`config.mk`:
```
export PLATFORM = sky130hd
export DESIGN_NAME = led_task_blink_sequencer_flat
export DESIGN_NICKNAME = d
export VERILOG_FILES = /design/src/rtl/lbs_pkg.sv /design/src/rtl/lbs_ifs.sv /design/src/rtl/lbs_step.sv /design/src/rtl/led_task_blink_sequencer.sv /design/src/flat_wrapper.sv
export SDC_FILE = /design/constraint.sdc
export NUM_CORES = 1
export LEC_CHECK = 0
export BUFFER_PORTS_ARGS = -buffer_cell sky130_fd_sc_hd__buf_4
export CAP_MARGIN = 10
export CELL_PAD_IN_SITES_DETAIL_PLACEMENT = 1
export CELL_PAD_IN_SITES_GLOBAL_PLACEMENT = 1
export CORE_MARGIN = 10
export CORE_UTILIZATION = 51
export DETAILED_ROUTE_END_ITERATION = 10
export PLACE_DENSITY_LB_ADDON = 0.05
export SKIP_CTS_REPAIR_TIMING = 1
export SLEW_MARGIN = 20
export SYNTH_ARGS = -nofsm -noshare
export SYNTH_HDL_FRONTEND = slang
export SYNTH_HIERARCHICAL = 1
export SYNTH_SLANG_ARGS = --single-unit
```
`constraint.sdc`:
```
create_clock -name clk -period 4.8 [get_ports clk]
set_clock_uncertainty 0.05 [all_clocks]
set_input_delay 0.24 -clock clk [delete_from_list [all_inputs] [get_ports clk]]
set_output_delay 0.24 -clock clk [all_outputs]
set_load 0.02 [all_outputs]
```
`src/rtl/lbs_pkg.sv`:
```
// ----------------------------------------------------------------------------
// lbs_pkg
// Types and constants shared by the LED task blink sequencer.
// ----------------------------------------------------------------------------
package lbs_pkg;

	// item kinds
	localparam logic [1:0] KIND_TICK   = 2'd0;
	localparam logic [1:0] KIND_TASK   = 2'd1;
	localparam logic [1:0] KIND_DIRECT = 2'd2;

	// task codes
	localparam logic [2:0] TASK_NONE    = 3'd0;
	localparam logic [2:0] TASK_ON      = 3'd1;
	localparam logic [2:0] TASK_OFF     = 3'd2;
	localparam logic [2:0] TASK_TOGGLE  = 3'd3;
	localparam logic [2:0] TASK_BLINK1  = 3'd4;
	localparam logic [2:0] TASK_BLINK2  = 3'd5;
	localparam logic [2:0] TASK_BLINK3  = 3'd6;
	localparam logic [2:0] TASK_INVALID = 3'd7;

	// blink repeat counts
	localparam logic [2:0] TIMES_ONE   = 3'd1;
	localparam logic [2:0] TIMES_TWO   = 3'd2;
	localparam logic [2:0] TIMES_THREE = 3'd3;

	// register indexes
	localparam logic [1:0] CFG_ON_TIME   = 2'd0;
	localparam logic [1:0] CFG_OFF_TIME  = 2'd1;
	localparam logic [1:0] CFG_INTENSITY = 2'd2;

	// register reset values
	localparam logic [15:0] ON_TIME_RST   = 16'd20;
	localparam logic [15:0] OFF_TIME_RST  = 16'd250;
	localparam logic [7:0]  INTENSITY_RST = 8'd255;

	// direct command bytes
	localparam logic [7:0] CHAR_ZERO  = 8'h30;
	localparam logic [7:0] CHAR_ONE   = 8'h31;
	localparam logic [7:0] DIRECT_LEN = 8'd1;

	typedef enum logic [2:0] {
		PH_START,
		PH_CHECK,
		PH_B1,
		PH_B2,
		PH_B3
	} ctrl_phase_t;

	typedef enum logic [1:0] {
		BL_START,
		BL_CHECK,
		BL_ON,
		BL_OFF
	} blink_phase_t;

	typedef struct packed {
		logic [1:0] kind;
		logic [2:0] task_req;
		logic [7:0] payload_byte;
		logic [7:0] payload_length;
	} item_t;

	typedef struct packed {
		logic       led_on;
		logic [7:0] pwm_level;
		logic [2:0] current_task;
		logic       blinking;
	} result_t;

	typedef struct packed {
		logic [15:0] on_time_ms;
		logic [15:0] off_time_ms;
		logic [7:0]  intensity;
	} cfg_t;

	typedef struct packed {
		ctrl_phase_t  ctrl;
		blink_phase_t blink;
		logic [2:0]   count;
		logic [15:0]  time_left;
		logic [2:0]   pending;
		logic         led;
	} state_t;

endpackage

```
`src/rtl/lbs_ifs.sv`:
```
// ----------------------------------------------------------------------------
// lbs_ifs
// Channel interfaces: input items, result items and register writes.
// ----------------------------------------------------------------------------
interface lbs_item_if;
	logic       valid;
	logic       ready;
	logic [1:0] kind;
	logic [2:0] task_req;
	logic [7:0] payload_byte;
	logic [7:0] payload_length;

	modport source (output valid, kind, task_req, payload_byte, payload_length, input ready);
	modport sink (input valid, kind, task_req, payload_byte, payload_length, output ready);
endinterface

interface lbs_result_if;
	logic       valid;
	logic       ready;
	logic       led_on;
	logic [7:0] pwm_level;
	logic [2:0] current_task;
	logic       blinking;

	modport source (output valid, led_on, pwm_level, current_task, blinking, input ready);
	modport sink (input valid, led_on, pwm_level, current_task, blinking, output ready);
endinterface

interface lbs_cfg_if;
	logic        valid;
	logic        ready;
	logic [1:0]  index;
	logic [15:0] data;

	modport source (output valid, index, data, input ready);
	modport sink (input valid, index, data, output ready);
endinterface

```
`src/rtl/lbs_step.sv`:
```
// ----------------------------------------------------------------------------
// lbs_step
// Next-state and result logic for one request of the sequencer.
// ----------------------------------------------------------------------------
module lbs_step
	import lbs_pkg::*;
(
	input  state_t  st,
	input  item_t   itm,
	input  cfg_t    cfg,
	output state_t  nxt,
	output result_t res
);

	logic [2:0] taken;

	// next state
	always_comb begin
		logic [2:0]  times;
		logic [2:0]  cnt;
		logic [15:0] dec;
		nxt   = st;
		taken = TASK_NONE;
		times = TIMES_ONE;
		cnt   = st.count + 3'd1;
		dec   = (st.time_left != 16'd0) ? st.time_left - 16'd1 : 16'd0;
		unique case (st.ctrl)
			PH_B2:   times = TIMES_TWO;
			PH_B3:   times = TIMES_THREE;
			default: times = TIMES_ONE;
		endcase
		if (st.blink == BL_START) begin
			cnt = 3'd1;
		end
		unique case (itm.kind)
			KIND_TICK: begin
				unique case (st.ctrl)
					PH_START: nxt.ctrl = PH_CHECK;
					PH_CHECK: begin
						taken       = st.pending;
						nxt.pending = TASK_NONE;
						unique case (st.pending)
							TASK_ON:     nxt.led = 1'b1;
							TASK_OFF:    nxt.led = 1'b0;
							TASK_TOGGLE: nxt.led = ~st.led;
							TASK_BLINK1: nxt.ctrl = PH_B1;
							TASK_BLINK2: nxt.ctrl = PH_B2;
							TASK_BLINK3: nxt.ctrl = PH_B3;
							default:     nxt.ctrl = PH_CHECK;
						endcase
					end
					default: begin
						// blink pass
						unique case (st.blink)
							BL_START, BL_CHECK: begin
								nxt.count = cnt;
								if (cnt > times) begin
									nxt.blink = BL_START;
									nxt.ctrl  = PH_CHECK;
								end else begin
									nxt.led       = 1'b1;
									nxt.time_left = cfg.on_time_ms;
									nxt.blink     = BL_ON;
								end
							end
							BL_ON: begin
								nxt.time_left = dec;
								if (dec == 16'd0) begin
									nxt.led       = 1'b0;
									nxt.time_left = cfg.off_time_ms;
									nxt.blink     = BL_OFF;
								end
							end
							default: begin
								nxt.time_left = dec;
								if (dec == 16'd0) begin
									nxt.blink = BL_CHECK;
								end
							end
						endcase
					end
				endcase
			end
			KIND_TASK: begin
				if (itm.task_req != TASK_INVALID) begin
					nxt.pending = itm.task_req;
				end
			end
			KIND_DIRECT: begin
				if (itm.payload_length == DIRECT_LEN) begin
					if (itm.payload_byte == CHAR_ZERO) begin
						nxt.led = 1'b0;
					end else if (itm.payload_byte == CHAR_ONE) begin
						nxt.led = 1'b1;
					end
				end
			end
			default: nxt = st;
		endcase
	end

	// result
	always_comb begin
		res.led_on       = nxt.led;
		res.pwm_level    = nxt.led ? cfg.intensity : 8'd0;
		res.current_task = taken;
		res.blinking     = (nxt.ctrl == PH_B1) || (nxt.ctrl == PH_B2) || (nxt.ctrl == PH_B3);
	end

endmodule

```
`src/rtl/led_task_blink_sequencer.sv`:
```
// ----------------------------------------------------------------------------
// led_task_blink_sequencer
// LED task sequencer: ticks, task requests and direct commands drive the LED.
// ----------------------------------------------------------------------------
//  channel | dir | handshake     | payload
//  item    | in  | valid / ready | kind, task_req, payload_byte, payload_length
//  result  | out | valid / ready | led_on, pwm_level, current_task, blinking
//  cfg     | in  | valid / ready | index, data (always ready)
//
//  One request per cycle sustained while the result side is ready; a request
//  passes through the input register, then the result register.
//  The state update runs in one pass between the input and result registers.
//  Reset clears the sequencer state and loads the register defaults.
//  A stalled result holds the input register; item.ready drops only when
//  both the input register and the result register are full and stalled.
// ----------------------------------------------------------------------------
module led_task_blink_sequencer
	import lbs_pkg::*;
(
	input  logic          clk,
	input  logic          arst_n,
	lbs_item_if.sink      item,
	lbs_result_if.source  result,
	lbs_cfg_if.sink       cfg
);

	cfg_t    cfg_q;
	state_t  state_q;
	state_t  state_nxt;
	item_t   item_s1;
	logic    valid_s1;
	result_t res_nxt;
	result_t res_s2;
	logic    valid_s2;
	logic    advance;

	// handshakes
	assign advance    = valid_s1 && (!valid_s2 || result.ready);
	assign item.ready = !valid_s1 || advance;
	assign cfg.ready  = 1'b1;

	// register writes
	always_ff @(posedge clk or negedge arst_n) begin
		if (!arst_n) begin
			cfg_q.on_time_ms  <= ON_TIME_RST;
			cfg_q.off_time_ms <= OFF_TIME_RST;
			cfg_q.intensity   <= INTENSITY_RST;
		end else if (cfg.valid) begin
			unique case (cfg.index)
				CFG_ON_TIME:   cfg_q.on_time_ms  <= cfg.data;
				CFG_OFF_TIME:  cfg_q.off_time_ms <= cfg.data;
				CFG_INTENSITY: cfg_q.intensity   <= cfg.data[7:0];
				default:       cfg_q             <= cfg_q;
			endcase
		end
	end

	// input register
	always_ff @(posedge clk or negedge arst_n) begin
		if (!arst_n) begin
			valid_s1 <= 1'b0;
		end else if (item.valid && item.ready) begin
			valid_s1 <= 1'b1;
		end else if (advance) begin
			valid_s1 <= 1'b0;
		end
	end

	always_ff @(posedge clk) begin
		if (item.valid && item.ready) begin
			item_s1.kind           <= item.kind;
			item_s1.task_req       <= item.task_req;
			item_s1.payload_byte   <= item.payload_byte;
			item_s1.payload_length <= item.payload_length;
		end
	end

	lbs_step u_step (
		.st  (state_q),
		.itm (item_s1),
		.cfg (cfg_q),
		.nxt (state_nxt),
		.res (res_nxt)
	);

	// sequencer state
	always_ff @(posedge clk or negedge arst_n) begin
		if (!arst_n) begin
			state_q.ctrl      <= PH_START;
			state_q.blink     <= BL_START;
			state_q.count     <= 3'd0;
			state_q.time_left <= 16'd0;
			state_q.pending   <= TASK_NONE;
			state_q.led       <= 1'b0;
		end else if (advance) begin
			state_q <= state_nxt;
		end
	end

	// result register
	always_ff @(posedge clk or negedge arst_n) begin
		if (!arst_n) begin
			valid_s2 <= 1'b0;
		end else if (advance) begin
			valid_s2 <= 1'b1;
		end else if (result.ready) begin
			valid_s2 <= 1'b0;
		end
	end

	always_ff @(posedge clk) begin
		if (advance) begin
			res_s2 <= res_nxt;
		end
	end

	assign result.valid        = valid_s2;
	assign result.led_on       = res_s2.led_on;
	assign result.pwm_level    = res_s2.pwm_level;
	assign result.current_task = res_s2.current_task;
	assign result.blinking     = res_s2.blinking;

endmodule

```
`src/flat_wrapper.sv`:
```
// flat-port wrapper written by rule: the top's interface ports become plain ports
module led_task_blink_sequencer_flat import lbs_pkg::*;
  (clk, arst_n, item_valid, item_kind, item_task_req, item_payload_byte, item_payload_length, item_ready, result_valid, result_led_on, result_pwm_level, result_current_task, result_blinking, result_ready, cfg_valid, cfg_index, cfg_data, cfg_ready);
  lbs_item_if item_i ();
  lbs_result_if result_i ();
  lbs_cfg_if cfg_i ();
  input  logic clk;
  input  logic arst_n;
  input wire logic [$bits(item_i.valid)-1:0] item_valid;
  input wire logic [$bits(item_i.kind)-1:0] item_kind;
  input wire logic [$bits(item_i.task_req)-1:0] item_task_req;
  input wire logic [$bits(item_i.payload_byte)-1:0] item_payload_byte;
  input wire logic [$bits(item_i.payload_length)-1:0] item_payload_length;
  output wire logic [$bits(item_i.ready)-1:0] item_ready;
  output wire logic [$bits(result_i.valid)-1:0] result_valid;
  output wire logic [$bits(result_i.led_on)-1:0] result_led_on;
  output wire logic [$bits(result_i.pwm_level)-1:0] result_pwm_level;
  output wire logic [$bits(result_i.current_task)-1:0] result_current_task;
  output wire logic [$bits(result_i.blinking)-1:0] result_blinking;
  input wire logic [$bits(result_i.ready)-1:0] result_ready;
  input wire logic [$bits(cfg_i.valid)-1:0] cfg_valid;
  input wire logic [$bits(cfg_i.index)-1:0] cfg_index;
  input wire logic [$bits(cfg_i.data)-1:0] cfg_data;
  output wire logic [$bits(cfg_i.ready)-1:0] cfg_ready;
  assign item_i.valid = item_valid;
  assign item_i.kind = item_kind;
  assign item_i.task_req = item_task_req;
  assign item_i.payload_byte = item_payload_byte;
  assign item_i.payload_length = item_payload_length;
  assign item_ready = item_i.ready;
  assign result_valid = result_i.valid;
  assign result_led_on = result_i.led_on;
  assign result_pwm_level = result_i.pwm_level;
  assign result_current_task = result_i.current_task;
  assign result_blinking = result_i.blinking;
  assign result_i.ready = result_ready;
  assign cfg_i.valid = cfg_valid;
  assign cfg_i.index = cfg_index;
  assign cfg_i.data = cfg_data;
  assign cfg_ready = cfg_i.ready;
  led_task_blink_sequencer u_core (.clk(clk), .arst_n(arst_n), .item(item_i), .result(result_i), .cfg(cfg_i));
endmodule
```
==> key figures <==
Outcome
  – Outcome: complete, no violations

STA
  – Period minus WS final: around 4 ns
  – Max_slew headroom: 25.9%
  – Setup TNS: 0 ns
  – Final setup violation count: 0
  – Achievable Freq: around 240 MHz
  – Final WS setup: roughly 0.69 ns
  – Final worst-path cycle share: 85.6%
  – Final slew viol count: 0
  – Final Hold Vio Count: 0
  – Worst slew pin tran: between 1 and 1.5 ns
  – RSZ-0062 raised after global routing: false

Die
  – Core Region: approximately 10000 um2
  – # rows: 37
  – Die height: 122 um
  – Die area: approximately 15000 um2
  – Die Wd: about 120 um
  – # IOs: 60
  – Effective utilization at floorplan: 52.1%

Placement
  – Placed instance area: just under 6000 um2
  – GPL Wtd Cong: between 0.8 and 0.9
  – Worst slack at placement: 0.786 ns
  – Port Buffer Count: 58
  – Post-DP HPWL: between 9000 and 10000 um

Worst setup path
  – Flop2flop setup slack: ~0.7 ns
  – Worst path arrival time: about 4.2 ns
  – Crit path required time: 4.89 ns
  – Setup CP Type: flop to flop
  – CP top delay family: compound AO/OA/AOI/OAI gates
  – Critical path, cell by cell: inv_1 > ha_1 > nor3b_2 > nand2_1 > nor2_1 > a41oi_1 > a2111oi_4 > o21ai_2 > and2_1
  – Critical path peak fanout: 14
  – Worst setup SP type: flop
  – Worst setup EP type: flop
  – WP buf/inv: 1
  – Crit-path max cell delay: ~1.0 ns
  – Slowest-stage cell, CP: a2111oi_4

Power and ir drop
  – Static Leak: 2.49 nW
  – Tot Pwr: between 3 and 4 mW
  – Max IR drop VDD: around 0.33 mV
  – PD cells: 539 nW/um2

Yosys
  – Synthesized net count: 503
  – Yosys cell types: ~70
  – Leading cell types by count after synthesis: mux2_2 (72), dfrtp_1 (54), edfxtp_1 (34), nor2_1 (32), a21oi_1 (26)
  – Register area share after synthesis: 52.2%
  – Syn avg cell area: between 10 and 15 um2
  – Synth async-reset ratio: just under 70%
  – Top cells by area, synth: dfrtp_1 (25%), edfxtp_1 (19%), mux2_2 (15%), dfstp_2 (7.9%), mux2i_1 (2.8%)
  – Yosys top cell by area: dfrtp_1
  – Cells after Synth: about 460
  – Most used DFF post-synth: dfrtp_1
  – Cell with the most instances after synthesis: mux2_2
  – Yosys warnings: 6
  – Post-synth EDFFs: 34
  – Top-area cell type share of the netlist area: between 20 and 30%
  – Synthesized flop and latch total: around 100
  – Synthesized area: between 5000 and 6000 um2

Route
  – DR DRC count: 0
  – DRT Wirelength: 14600 um
  – DR WL/cell: roughly 22 um
  – Vias: approximately 4000
  – Detail Route Antenna Nets: 0
  – DR pass1 iterations: 4
  – Initial DRC count: 292
  – Via/cell ratio: roughly 6

Clocking
  – Clk sink count: approximately 100
  – Worst-path clk slew: 0.10 ns
  – TritonCTS clock tree: yes
  – Num CTS Buffers: 9
  – Worst-Skew Late Latency: around 0.4 ns
  – CTS max path bufs: 2
  – Root Buffer Master: clkbuf_8
  – # H-tree levels: 3

Global routing
  – GRT Util Overall: 19.2%
  – First-pass GRT wire length: roughly 23000 um
  – Vias in the first global route: between 4000 and 5000
  – Grt total ovfl: 0
  – Largest net degree at the start of global routing: about 70
  – Initial antenna violation count: 0

Min path
  – HP Class: input pin to flop

Cells and area
  – Layout cell share with drive strength beyond 1: around 34%
  – Antenna Cells: 0
  – Fin util: roughly three fifths
  – Fin area: around 6300 um2
  – Area Overhead vs Synth: 17.3%
  – Nets: 576

Run
  – Max-Cap Viols: 0
-- final timing paths --
path                                                     from  cells after the start                              endpoint
worst max-delay path            u_core/state_q[4]$_DFFE_PN0P_                      9  u_core/result.pwm_level[3]$_DFFE_PP_
worst min-delay path                             cfg_data[14]                      2          u_core/cfg_q[38]$_DFFE_PN0P_
worst max register to register  u_core/state_q[4]$_DFFE_PN0P_                      9  u_core/result.pwm_level[3]$_DFFE_PP_
worst min register to register   u_core/cfg_q[17]$_DFFE_PN0P_                      1          u_core/cfg_q[17]$_DFFE_PN0P_
max in group asynchronous                              arst_n                      2        u_core/state_q[12]$_DFFE_PN0P_
min in group asynchronous                              arst_n                      2         u_core/state_q[2]$_DFFE_PN0P_
-- cells in the final DEF, fill, tap and decap left out, drive strengths merged, types with 3 or more instances in the layout --
cell type	n
buf	63
nand2	21
nand3	13
nand3b	7
ha	4
dlygate4sd3	23
o22ai	7
o32ai	3
dfrtp	54
mux2i	15
nor2	32
nor3	14
a21oi	26
xor2	3
clkinv	4
nor2b	8
edfxtp	34
nor3b	3
or2	3
a31oi	3
dfstp	16
and2	12
or4	4
mux2	72
a32o	3
nor4	7
clkbuf	10
inv	10
nand2b	4
nand4	3
o21ai	14
xnor2	3
-- flip-flops by register name, indices dropped and copies added (netlist names) --
register and count:
u_core/result.valid 1, u_core/result.blinking 1, u_core/result.current_task 3, u_core/cfg_q 40
u_core/result.pwm_level 8, u_core/item_s1 21, u_core/valid_s1 1, u_core/state_q 28
u_core/result.led_on 1
-- where the power goes --
group	total (mW)	switching (mW)	internal, mW
sequential	1.41	0.267	1.15
combinational	1.45	0.780	0.669
clock	0.524	0.330	0.193
-- cell families after synthesis --
kind of cell | after synthesis | share of synthesized area [%]
muxes | 87 | 18.0
and+or+nand+nor | 138 | 14.2
DFF | 104 | 52.2
buffers and inverters | 32 | 2.99
other | 1 | 0.0701
adders and majority gates | 4 | 0.935
AOI/OAI and AO/OA | 83 | 10.7
xor gates and xnor gates | 6 | 0.982
-- layout make-up --
class                      instances  area [um2]
clock buffer                      10         128
clock inverter                     6        45.0
fill                            1087        4000
inverter                           8        30.0
multi-input combinational        319        2410
sequential                       104        2790
tap                              136         170
timing repair buffer              86         703
-- routing by layer --
| layer | part of all wire [%] | wire, um | vias up | GRT usage [%] |
|---|---|---|---|---|
| li1 | - | - | 1839 | - |
| met1 | 42 | 6080 | 2055 | 24.5 |
| met2 | 52 | 7620 | 93 | 32.9 |
| met3 | 4.3 | 629 | 14 | 2.94 |
| met4 | 2.1 | 311 | 0 | 5.52 |
| met5 | 0 | 0 | - | 0 |
-- stage by stage --
| stage | std cells | hold WS (ns) |
|---|---|---|
| global route | 669 | 0.0406 |
| CTS | 646 | -0.0398 |
| finish | 669 | 0.0522 |
| floorplan | 455 | -0.106 |
| detailed placement | 630 | 0.370 |
| global placement | 630 | 0.369 |
No activity file was read; power rests on OpenSTA's default activity.
